File: src/design/lr4_pkg.sv
package lr4_pkg;

	localparam int COEF_BITS      = 32;
	localparam int STATE_BITS     = 48;
	localparam int GUARD_BITS     = 8;
	localparam int CFG_INDEX_BITS = 2;

	localparam logic [CFG_INDEX_BITS-1:0] REG_LOW_B0      = 2'd0;
	localparam logic [CFG_INDEX_BITS-1:0] REG_HIGH_B0     = 2'd1;
	localparam logic [CFG_INDEX_BITS-1:0] REG_FEEDBACK_A1 = 2'd2;
	localparam logic [CFG_INDEX_BITS-1:0] REG_FEEDBACK_A2 = 2'd3;

	localparam logic signed [COEF_BITS-1:0] LOW_B0_RESET      = 32'sd314491699;
	localparam logic signed [COEF_BITS-1:0] HIGH_B0_RESET     = 32'sd314491699;
	localparam logic signed [COEF_BITS-1:0] FEEDBACK_A1_RESET = 32'sd0;
	localparam logic signed [COEF_BITS-1:0] FEEDBACK_A2_RESET = 32'sd184225110;

	typedef enum logic [1:0] {
		OP_Y  = 2'd0,
		OP_Z1 = 2'd1,
		OP_Z2 = 2'd2
	} alu_op_t;

	typedef struct packed {
		logic signed [STATE_BITS-1:0] z1;
		logic signed [STATE_BITS-1:0] z2;
	} delay_t;

endpackage

File: src/design/lr4_mul.sv
module lr4_mul #(
	parameter int A_BITS = 32,
	parameter int B_BITS = 24
) (
	input  logic                             clk,
	input  logic                             en,
	input  logic signed [A_BITS-1:0]         a,
	input  logic signed [B_BITS-1:0]         b,
	output logic signed [A_BITS+B_BITS-1:0]  prod_q
);

	always_ff @(posedge clk) begin
		if (en) begin
			prod_q <= a * b;
		end
	end

endmodule

File: src/design/lr4_alu.sv
module lr4_alu #(
	parameter int SAMPLE_BITS = 24,
	parameter int PW          = 56,
	parameter int SH          = 22,
	parameter int AW          = 50
) (
	input  lr4_pkg::alu_op_t                        op,
	input  logic signed [AW-1:0]                    t_in,
	input  logic signed [lr4_pkg::STATE_BITS-1:0]   z_in,
	input  logic signed [PW-1:0]                    prod,
	output logic signed [SAMPLE_BITS-1:0]           y,
	output logic signed [lr4_pkg::STATE_BITS-1:0]   z
);

	localparam int SB = lr4_pkg::STATE_BITS;

	localparam logic signed [AW-1:0] Y_HI = {{(AW-SAMPLE_BITS+1){1'b0}}, {(SAMPLE_BITS-1){1'b1}}};
	localparam logic signed [AW-1:0] Y_LO = ~Y_HI;
	localparam logic signed [AW-1:0] Z_HI = {{(AW-SB+1){1'b0}}, {(SB-1){1'b1}}};
	localparam logic signed [AW-1:0] Z_LO = ~Z_HI;
	localparam logic signed [AW-1:0] HALF = AW'(1) <<< (lr4_pkg::GUARD_BITS - 1);

	logic signed [AW-1:0] prod_sh;
	logic signed [AW-1:0] opb;
	logic signed [AW-1:0] opc;
	logic signed [AW-1:0] sum;
	logic signed [AW-1:0] rnd;

	always_comb begin
		prod_sh = AW'(prod >>> SH);
		case (op)
			lr4_pkg::OP_Y: begin
				opb = AW'(z_in);
				opc = HALF;
			end
			lr4_pkg::OP_Z1: begin
				opb = -prod_sh;
				opc = AW'(z_in);
			end
			lr4_pkg::OP_Z2: begin
				opb = -prod_sh;
				opc = '0;
			end
			default: begin
				opb = '0;
				opc = '0;
			end
		endcase
		sum = t_in + opb + opc;
		rnd = sum >>> lr4_pkg::GUARD_BITS;
		if (rnd > Y_HI) begin
			y = Y_HI[SAMPLE_BITS-1:0];
		end else if (rnd < Y_LO) begin
			y = Y_LO[SAMPLE_BITS-1:0];
		end else begin
			y = rnd[SAMPLE_BITS-1:0];
		end
		if (sum > Z_HI) begin
			z = Z_HI[SB-1:0];
		end else if (sum < Z_LO) begin
			z = Z_LO[SB-1:0];
		end else begin
			z = sum[SB-1:0];
		end
	end

endmodule

File: src/design/lr4_crossover_split.sv
// Fourth-order crossover, one shared multiplier and one shared add/saturate unit.
// Each biquad stage steps through S_MULP, S_ACC, S_MULA1, S_Z1 and S_Z2. A new sample
// is taken only in S_IDLE, after every stage of both bands has used the single multiplier.
// out_valid is registered and rises once S_DONE finds the output slot free.
// Reset clears the delay state, loads the default coefficients and drops out_valid.
module lr4_crossover_split #(
	parameter int SAMPLE_BITS     = 24,
	parameter int COEF_FRAC_BITS  = 30,
	parameter int STAGES_PER_BAND = 2
) (
	input  logic                                    clk,
	input  logic                                    arst_n,
	input  logic                                    cfg_we,
	input  logic [lr4_pkg::CFG_INDEX_BITS-1:0]      cfg_index,
	input  logic [lr4_pkg::COEF_BITS-1:0]           cfg_data,
	input  logic                                    in_valid,
	output logic                                    in_ready,
	input  logic signed [SAMPLE_BITS-1:0]           sample_in,
	output logic                                    out_valid,
	input  logic                                    out_ready,
	output logic signed [SAMPLE_BITS-1:0]           low_sample,
	output logic signed [SAMPLE_BITS-1:0]           high_sample
);

	localparam int CB    = lr4_pkg::COEF_BITS;
	localparam int ZB    = lr4_pkg::STATE_BITS;
	localparam int PW    = CB + SAMPLE_BITS;
	localparam int SH    = COEF_FRAC_BITS - lr4_pkg::GUARD_BITS;
	localparam int AW    = (((PW - SH + 2) > ZB) ? (PW - SH + 2) : ZB) + 2;
	localparam int DEPTH = 2 * STAGES_PER_BAND;
	localparam int SW    = $clog2(DEPTH);

	localparam logic [SW-1:0] STG_FIRST_HIGH = SW'(STAGES_PER_BAND);
	localparam logic [SW-1:0] STG_LAST_LOW   = SW'(STAGES_PER_BAND - 1);
	localparam logic [SW-1:0] STG_LAST       = SW'(DEPTH - 1);

	typedef enum logic [6:0] {
		S_IDLE  = 7'b0000001,
		S_MULP  = 7'b0000010,
		S_ACC   = 7'b0000100,
		S_MULA1 = 7'b0001000,
		S_Z1    = 7'b0010000,
		S_Z2    = 7'b0100000,
		S_DONE  = 7'b1000000
	} state_t;

	state_t state_q;
	logic [SW-1:0] stg_q;

	logic signed [CB-1:0] low_b0_q;
	logic signed [CB-1:0] high_b0_q;
	logic signed [CB-1:0] a1_q;
	logic signed [CB-1:0] a2_q;

	lr4_pkg::delay_t ring_q [DEPTH];

	logic signed [SAMPLE_BITS-1:0] sample_q;
	logic signed [SAMPLE_BITS-1:0] y_q;
	logic signed [SAMPLE_BITS-1:0] low_res_q;
	logic signed [AW-1:0]          t0_q;
	logic signed [AW-1:0]          t1_q;

	logic                          out_valid_q;
	logic signed [SAMPLE_BITS-1:0] low_q;
	logic signed [SAMPLE_BITS-1:0] high_q;

	logic                          high_band;
	logic                          first_stage;
	logic                          mul_en;
	logic signed [CB-1:0]          mul_a;
	logic signed [SAMPLE_BITS-1:0] mul_b;
	logic signed [PW-1:0]          prod_q;
	logic signed [AW-1:0]          t0;
	logic signed [AW-1:0]          t1;
	lr4_pkg::alu_op_t              alu_op;
	logic signed [AW-1:0]          alu_t;
	logic signed [ZB-1:0]          alu_z_in;
	logic signed [SAMPLE_BITS-1:0] alu_y;
	logic signed [ZB-1:0]          alu_z;
	logic                          accept;
	logic                          slot_free;

	assign high_band   = (stg_q >= STG_FIRST_HIGH);
	assign first_stage = (stg_q == '0) || (stg_q == STG_FIRST_HIGH);
	assign accept      = in_valid && in_ready;
	assign slot_free   = !out_valid_q || out_ready;
	assign in_ready    = (state_q == S_IDLE);

	assign t0 = AW'(prod_q >>> SH);
	assign t1 = AW'(prod_q >>> (SH - 1));

	always_comb begin
		mul_en = 1'b0;
		mul_a  = a1_q;
		mul_b  = y_q;
		case (state_q)
			S_MULP: begin
				mul_en = 1'b1;
				mul_a  = high_band ? high_b0_q : low_b0_q;
				mul_b  = first_stage ? sample_q : y_q;
			end
			S_MULA1: begin
				mul_en = 1'b1;
			end
			S_Z1: begin
				mul_en = 1'b1;
				mul_a  = a2_q;
			end
			default: begin
				mul_en = 1'b0;
			end
		endcase
	end

	lr4_mul #(
		.A_BITS(CB),
		.B_BITS(SAMPLE_BITS)
	) u_mul (
		.clk   (clk),
		.en    (mul_en),
		.a     (mul_a),
		.b     (mul_b),
		.prod_q(prod_q)
	);

	always_comb begin
		case (state_q)
			S_ACC: begin
				alu_op   = lr4_pkg::OP_Y;
				alu_t    = t0;
				alu_z_in = ring_q[0].z1;
			end
			S_Z1: begin
				alu_op   = lr4_pkg::OP_Z1;
				alu_t    = t1_q;
				alu_z_in = ring_q[0].z2;
			end
			default: begin
				alu_op   = lr4_pkg::OP_Z2;
				alu_t    = t0_q;
				alu_z_in = ring_q[0].z2;
			end
		endcase
	end

	lr4_alu #(
		.SAMPLE_BITS(SAMPLE_BITS),
		.PW         (PW),
		.SH         (SH),
		.AW         (AW)
	) u_alu (
		.op  (alu_op),
		.t_in(alu_t),
		.z_in(alu_z_in),
		.prod(prod_q),
		.y   (alu_y),
		.z   (alu_z)
	);

	always_ff @(posedge clk or negedge arst_n) begin
		if (!arst_n) begin
			low_b0_q  <= lr4_pkg::LOW_B0_RESET;
			high_b0_q <= lr4_pkg::HIGH_B0_RESET;
			a1_q      <= lr4_pkg::FEEDBACK_A1_RESET;
			a2_q      <= lr4_pkg::FEEDBACK_A2_RESET;
		end else if (cfg_we) begin
			case (cfg_index)
				lr4_pkg::REG_LOW_B0:      low_b0_q  <= cfg_data;
				lr4_pkg::REG_HIGH_B0:     high_b0_q <= cfg_data;
				lr4_pkg::REG_FEEDBACK_A1: a1_q      <= cfg_data;
				lr4_pkg::REG_FEEDBACK_A2: a2_q      <= cfg_data;
				default: ;
			endcase
		end
	end

	always_ff @(posedge clk or negedge arst_n) begin
		if (!arst_n) begin
			state_q <= S_IDLE;
			stg_q   <= '0;
			for (int i = 0; i < DEPTH; i++) begin
				ring_q[i] <= '0;
			end
		end else begin
			case (state_q)
				S_IDLE: begin
					if (accept) begin
						stg_q   <= '0;
						state_q <= S_MULP;
					end
				end
				S_MULP:  state_q <= S_ACC;
				S_ACC:   state_q <= S_MULA1;
				S_MULA1: state_q <= S_Z1;
				S_Z1: begin
					ring_q[0].z1 <= alu_z;
					state_q      <= S_Z2;
				end
				S_Z2: begin
					// rotate so the next stage sits at the head
					for (int i = 0; i < DEPTH - 1; i++) begin
						ring_q[i] <= ring_q[i+1];
					end
					ring_q[DEPTH-1] <= '{z1: ring_q[0].z1, z2: alu_z};
					if (stg_q == STG_LAST) begin
						state_q <= S_DONE;
					end else begin
						stg_q   <= stg_q + SW'(1);
						state_q <= S_MULP;
					end
				end
				S_DONE: begin
					if (slot_free) begin
						state_q <= S_IDLE;
					end
				end
				default: state_q <= S_IDLE;
			endcase
		end
	end

	always_ff @(posedge clk) begin
		if (accept) begin
			sample_q <= sample_in;
		end
		if (state_q == S_ACC) begin
			y_q  <= alu_y;
			t0_q <= t0;
			t1_q <= high_band ? -t1 : t1;
		end
		if (state_q == S_Z2 && stg_q == STG_LAST_LOW) begin
			low_res_q <= y_q;
		end
		if (state_q == S_DONE && slot_free) begin
			low_q  <= low_res_q;
			high_q <= y_q;
		end
	end

	always_ff @(posedge clk or negedge arst_n) begin
		if (!arst_n) begin
			out_valid_q <= 1'b0;
		end else if (state_q == S_DONE && slot_free) begin
			out_valid_q <= 1'b1;
		end else if (out_ready) begin
			out_valid_q <= 1'b0;
		end
	end

	assign out_valid   = out_valid_q;
	assign low_sample  = low_q;
	assign high_sample = high_q;

	a_accept_starts: assert property (@(posedge clk) disable iff (!arst_n)
		accept |=> (state_q == S_MULP) && (stg_q == '0))
		else $error("accepted request did not start at the first stage");

	a_last_stage_done: assert property (@(posedge clk) disable iff (!arst_n)
		(state_q == S_Z2) && (stg_q == STG_LAST) |=> (state_q == S_DONE))
		else $error("last stage did not finish the request");

	a_valid_from_done: assert property (@(posedge clk) disable iff (!arst_n)
		$rose(out_valid_q) |-> $past(state_q == S_DONE))
		else $error("result raised outside completion");

	a_stage_range: assert property (@(posedge clk) disable iff (!arst_n)
		(state_q != S_IDLE) |-> (stg_q <= STG_LAST))
		else $error("stage counter out of range");

endmodule

File: config.mk
export PLATFORM = sky130hd
export DESIGN_NAME = lr4_crossover_split
export DESIGN_NICKNAME = d
export VERILOG_FILES = /design/src/design/lr4_pkg.sv /design/src/design/lr4_mul.sv /design/src/design/lr4_alu.sv /design/src/design/lr4_crossover_split.sv
export SDC_FILE = /design/constraint.sdc
export NUM_CORES = 2
export LEC_CHECK = 0
export ABC_CLOCK_PERIOD_IN_PS = 17100
export BUFFER_PORTS_ARGS = -buffer_cell sky130_fd_sc_hd__buf_2
export CORE_ASPECT_RATIO = 1.25
export CORE_MARGIN = 4
export CORE_UTILIZATION = 60
export CTS_CLUSTER_DIAMETER = 120
export DETAILED_ROUTE_END_ITERATION = 16
export PLACE_DENSITY = 0.88
export SLEW_MARGIN = 25
export SYNTH_ARGS = -nofsm -noshare
export SYNTH_HDL_FRONTEND = slang
export SYNTH_SLANG_ARGS = --single-unit
File: constraint.sdc
create_clock -name clk -period 17.1 [get_ports clk]
set_input_delay 1.71 -clock clk [delete_from_list [all_inputs] [get_ports clk]]
set_output_delay 1.71 -clock clk [all_outputs]
set_load 0.02 [all_outputs]
# After elaboration in Yosys (flattened, before gate mapping)
# Index checks and enable logic that the tools add are counted.
[op_classes]
addsub = 5
n_mul = 1
n_lt_le_gt_ge = 5
n_eq_ne = 18
n_mux = 24
reduce_logical = 20
[ops]
columns = ["operator", "count"]
rows = [
  ["50-bit case mux with 2 select lines", 3],
  ["48-bit two-way mux", 3],
  ["50-bit adder", 2],
  ["48-bit case mux with 2 select lines", 1],
  ["24-bit two-way mux", 3],
  ["32-bit case mux with 2 select lines", 1],
  ["32-bit by 24-bit multiplier with 56-bit output", 1],
  ["50-bit by 48-bit > comparator with 1-bit output, second input constant", 1],
  ["50-bit by 48-bit less-than comparator with 1-bit output, second input constant", 1],
  ["50-bit two-way mux", 1],
  ["34-bit negator with 50-bit output", 1],
  ["35-bit negator with 50-bit output", 1],
  ["7-bit case mux with 7 select lines", 1],
  ["42-bit by 24-bit > comparator with 1-bit output, second input constant", 1],
  ["42-bit by 24-bit less-than comparator with 1-bit output, second input constant", 1],
  ["32-bit two-way mux", 1],
  ["7-bit two-way mux", 3],
  ["2-bit equality test, second input constant", 5],
  ["2-bit AND reduction", 5],
  ["2-bit case mux with 2 select lines", 2],
  ["7-bit by 1-bit equality test with 1-bit output, second input constant", 1],
  ["7-bit by 2-bit equality test with 1-bit output, second input constant", 1],
  ["7-bit by 3-bit equality test with 1-bit output, second input constant", 1],
  ["7-bit by 4-bit equality test with 1-bit output, second input constant", 1],
  ["18 further kinds", 31],
]
[totals]
reg_bits = 782
out_inout_bits = 50
word_cells = 96

# Longest topological paths before layout
[logic_depth]
depth_word = 11
depth_mapped = 35
ltp_nobuf = 33

# Modules after synthesis
# Synthesis repeated with hierarchy kept, for this count alone.
[hier_totals]
hier_cells = 6919
area_unflattened_um2 = 66711.5
[modules_own_cells]
columns = ["module", "instances", "cells_each", "area_per_inst_um2", "seq_area_each_um2"]
rows = [
  ["lr4_crossover_split", 1, 2910, 31042.3, 19249.7],
  ["lr4_mul", 1, 3010, 28797.6, 1681.6],
  ["lr4_alu", 1, 999, 6871.6, 0.0],
]

# Worst setup path after synthesis
# Ideal clock, no wire load.
[synth_timing]
kind = "register -> register"
start = "register state_q[5]"
end = "register u_mul.prod_q[54] (data pin)"
setup_time_ps = 259
t_arrival_ps = 9134
required_ps = 16841
setup_slack_ps = 7708
stages_incl_launch_ff = 32
synth_period_minus_slack_ps = 9392
cell_sequence = "dfrtp_1 > or4b_2 > nor3_1 > clkbuf_1 > buf_2 > buf_1 > mux2i_1 > clkbuf_1 > nor2_1 > fa_1 > fa_1 > inv_1 > fa_1 > fa_1 > inv_1 > fa_1 > fa_1 > inv_1 > fa_1 > inv_1 > ha_1 > a22oi_1 > o211ai_1 > a31o_2 > a221o_1 > o21ai_0 > nand2_1 > a21oi_1 > o21ai_0 > a41oi_1 > nand2b_1 > xor2_1"
[synth_via]
elab_chain_cells = 3
[synth_lines]
columns = ["item", "line", "source"]
rows = [
  ["from (decl)", "lr4_crossover_split.sv:47", "state_t state_q;"],
  ["from (signal assigned)", "lr4_crossover_split.sv:179", "state_q <= S_IDLE;"],
  ["from (signal assigned)", "lr4_crossover_split.sv:189", "state_q <= S_MULP;"],
  ["from (signal assigned)", "lr4_crossover_split.sv:192", "S_MULP: state_q <= S_ACC;"],
  ["7-bit by 5-bit equality test with 1-bit output / 7-bit by 2-bit equality test with 1-bit output (equally long branches)", "lr4_crossover_split.sv:96", "case (state_q)"],
  ["32-bit case mux with 2 select lines / 24-bit two-way mux (equally long branches)", "lr4_crossover_split.sv:96", ""],
  ["32-bit by 24-bit multiplier with 56-bit output *", "lr4_mul.sv:14", "prod_q <= a * b;"],
  ["to (signal assigned)", "lr4_mul.sv:14", ""],
  ["to (decl)", "lr4_mul.sv:9", "output logic signed [A_BITS+B_BITS-1:0] prod_q"],
]
# Every way passes the cells marked *; elsewhere a longest branch is shown, timed or not.
# A chain may end at the register's enable or synchronous reset.

# Worst setup path after layout
[layout_timing]
start = "register state_q[2]"
end = "register u_mul.prod_q[54] (data pin)"
# The elaborated chain is that of the path after synthesis.

==> results by stage <==
Status:
- The run finished with clean final reports.

Clock tree:
- After clock tree synthesis, the repair step resized 0 gates.
- The count of clock tree sinks is 761.
- The number of levels the H-tree was split into is 3.
- Clock latency on the worst-skew pair, taken at its later pin, is 0.69 ns.
- Clock-pin slew was measured on the worst setup and hold paths at 0.06 ns.
- The count of hold-fix buffers inserted at cts is 0.
- In this run the clock root is driven by a clkbuf_16.
- The total CTS buffers is 78.
- TritonCTS built the clock tree.
- The maximum buffer depth of the clock tree is 3.
- In this run the post-CTS setup repair buffer count came out at 0.

Timing:
- The final sum of negative setup slack is 0 ns.
- Setup repair after global routing left no endpoint under its margin.
- The maximum clock frequency is 92.9 MHz.
- The period utilization is a little over three fifths.
- Measured against its own limit, the worst slew margin works out to 25.4%.
- The final-report max-slew violation count is 0.
- Subtracting the final worst setup slack from the clock period gives 10.76 ns.
- At the pin with the least slew margin, the transition time is 1.12 ns.
- The final setup slack of the worst path is 6.34 ns.
- The final number of hold-violating endpoints is 0.
- The final number of setup-violating endpoints is 0.
- The clock skew after layout is 0.0671 ns.

Place:
- The count of buffers inserted at the top-level ports is 112.
- Summed over all nets, the half-perimeter wirelength after detailed placement is 128 mm.
- Routability-driven placement finished with a final weighted congestion of 1.01.
- The worst setup timing slack at the placement stage is between 6 and 7 ns.

Routing:
- The via-per-instance ratio is about 6.1.
- Wires add up to between 150 and 200 mm.
- After detailed routing, the number of remaining DRC violations is 0.
- The count of routing violations after the opening detailed-route iteration is roughly 5,000.
- Dividing the detail-routed wire length by the instance count gives 22.7 um.
- The detailed router placed between 40,000 and 50,000 vias in this run.
- Before antenna repair, the detailed router went through 6 iterations.
- The final antenna-violating net count is 0.

Layout:
- The multi-input combinational cells in the finished layout cover a total of 0.0372 sq mm.
- The fill cell total of the finished layout is between 7,000 and 8,000.
- The post-layout net count is 7,475.
- Leaving out fill and tap cells, the most frequent cell in the layout is nand2_1.
- The post-route netlist has roughly a tenth of its cells at a drive strength greater than 1.
- In the layout the commonest cells are nand2_1 (1,508), inv_1 (905), fa_1 (832).
- The signed area change from the synthesized netlist to the final layout is 7.49%.
- The sequential cells in the finished layout cover a total of 0.0203 sq mm.

Floorplanning:
- In this run the count of I/O pins placed on the die edge is 113.
- The initial core utilization is 60.6%.
- The die boundary width is 296 um.
- Row generation in the floorplan step produced 131 rows.
- The floorplan step defined a die boundary enclosing between 0.1 and 0.15 sq mm.
- The chip height is 368 um.
- The area of the placeable core is 0.102 sq mm.

Worst setup path:
- The required time reported for the critical path endpoint is around 17 ns.
- The worst setup path is captured at a flip-flop.
- Of all nets on the critical path, the largest fanout is 26.
- In this design, the stage delay of the slowest critical-path cell is between 0.7 and 0.8 ns.
- The worst setup path category is flip-flop to flip-flop.
- The category of the worst setup path launch point is a flip-flop.
- The data arrival time of the critical path is 11.14 ns.
- Among all stages on the critical path, the largest delay is contributed by nand2_1.
- Counting stages on the worst path, the most repeated cell is fa_1.

Synthesis:
- Summing every instance area after synthesis gives about 0.062 sq mm.
- Synthesis produced a netlist with a net count of 7,541.
- For this run, the number of Yosys warnings is 0.
- Synthesis handed over a netlist of 6,446 instances.
- The number of flops mapped to enable cells by yosys is 239.
- The synthesized area per cell is roughly 9.6 sq um.
- The most common flop cell mapped by yosys is dfrtp_1.
- The number of different library cells in the post-synthesis netlist is between 80 and 90.
- Counting flops with an async set or reset pin after synthesis yields a share of 68.6%.
- Sequential elements use 32.7% of the synthesized area.
- After synthesis the netlist holds a flip-flop and latch count of 761.

Job:
- The count of maximum capacitance violations is 0.

Global routing:
- The maximum number of pins on one net before global-route repair is 202.
- Across every metal layer, demand over resource in global routing totals 33.0%.
- The via count of the first global-routing pass is about 51,000.
- The number of antenna violations at the first check in global routing is 5.
- Global routing finished with a remaining overflow of 0.
- The first global-routing pass estimated 277 mm of wire.

Worst hold path:
- The worst hold path class is flip-flop to flip-flop.
==> logic make-up after synthesis <==
kind of cell	synth area share, %
and+or+nand+nor	15.0
xor gates and xnor gates	2.22
muxes	3.55
AOI/OAI and AO/OA	7.89
DFF	32.7
buffers and inverters	7.76
adders and majority gates	30.9
==> cells in the mapped netlist, types with 10 or more instances <==
master | count | area, sq um
mux2i_1 | 48 | 480
clkbuf_1 | 308 | 1160
mux2_2 | 153 | 1720
nor2b_1 | 13 | 81.3
o22ai_1 | 30 | 188
o22a_1 | 33 | 289
and2_1 | 22 | 138
dfrtp_1 | 473 | 11800
o21bai_1 | 10 | 75.1
o21a_1 | 12 | 90.1
a31oi_1 | 14 | 87.6
buf_2 | 16 | 80.1
a21boi_0 | 20 | 150
edfxtp_1 | 239 | 7180
nor3_1 | 40 | 200
xnor2_1 | 79 | 692
a221o_1 | 28 | 280
dfstp_2 | 49 | 1290
a21oi_1 | 191 | 956
inv_1 | 906 | 3400
o31ai_1 | 12 | 90.1
nor2_1 | 538 | 2020
or3_1 | 18 | 113
o21ai_0 | 87 | 435
and3_1 | 14 | 87.6
nand2_1 | 1508 | 5660
a22o_1 | 31 | 272
nand3_1 | 53 | 265
buf_1 | 27 | 101
nand4_1 | 20 | 125
nor4_1 | 11 | 68.8
a211oi_1 | 13 | 97.6
a21o_1 | 54 | 405
a221oi_1 | 31 | 272
fa_1 | 832 | 16700
a22oi_1 | 50 | 375
o211ai_1 | 54 | 405
ha_1 | 200 | 2500
xor2_1 | 76 | 666
nand2b_1 | 28 | 175
==> metrics by stage <==
| step | cells | hold WS [ns] | area (sq um) | util (%) |
|---|---|---|---|---|
| 2_1_floorplan | 6446 | 0.400 | 62100 | - |
| 3_3_place_gp | 7629 | 0.401 | 63900 | 62.4 |
| 3_5_place_dp | 7629 | 0.405 | 63900 | 62.4 |
| 4_1_cts | 7775 | 0.412 | 66700 | 65.1 |
| 5_1_grt | 7776 | 0.415 | 66700 | 65.1 |
| 6_report | 7780 | 0.413 | 66700 | 65.1 |
==> path summary, 6_finish.rpt <==
kind	startpoint	to	slack (ns)	cells past startpoint
max	state_q[2]$_DFFE_PN0P_	u_mul.prod_q[54]$_DFFE_PP_	6.34	29
min	low_res_q[9]$_DFFE_PP_	low_sample[9]$_DFFE_PP_	0.41	0
max reg2reg	state_q[2]$_DFFE_PN0P_	u_mul.prod_q[54]$_DFFE_PP_	6.34	29
min reg2reg	low_res_q[9]$_DFFE_PP_	low_sample[9]$_DFFE_PP_	0.41	0
max in group asynchronous	arst_n	ring_q[278]$_DFFE_PN0P_	14.17	3
min in group asynchronous	arst_n	ring_q[201]$_DFFE_PN0P_	0.90	1
==> cell type report <==
| class | count | share of cell area, % |
|---|---|---|
| tap | 1330 | 2.49 |
| sequential | 761 | 30.4 |
| antenna | 4 | 0.0150 |
| clock inverter | 53 | 1.01 |
| clock buffer | 93 | 3.18 |
| timing repair buffer | 212 | 2.06 |
| inverter | 909 | 5.13 |
| multi-input combinational | 4418 | 55.7 |
==> per-layer routing <==
metal	wire [um]	GRT usage [%]	vias up	share of wire [%]
li1	-	-	20200	-
met1	60400	39.7	23500	34
met2	81400	52.4	2997	46
met3	20300	8.57	944	11
met4	14900	22.3	0	8.4
met5	0	0	-	0
==> state kept, by name, indices dropped and copies added (netlist names) <==
| signal | cells |
|---|---|
| stg_q | 2 |
| t0_q | 34 |
| low_res_q | 24 |
| high_sample | 24 |
| y_q | 24 |
| u_mul.prod_q | 35 |
| state_q | 7 |
| a1_q | 32 |
| a2_q | 32 |
| t1_q | 50 |
| sample_q | 24 |
| low_sample | 24 |
| ring_q | 384 |
| low_b0_q | 32 |
| out_valid | 1 |
| high_b0_q | 32 |
==> worst max-delay path: cells and delay by family (launching register included) <==
kind	cells	cell delay, ns
adders and majority gates	8	3.85
AOI/OAI and AO/OA	10	3.59
and+or+nand+nor	6	2.24
DFF	1	0.41
buffers and inverters	4	0.21
xor gates and xnor gates	1	0.15
Power is left out: the tool's default activity adds up to more than one toggle a clock period on the data nets, which glitch-free logic cannot reach.
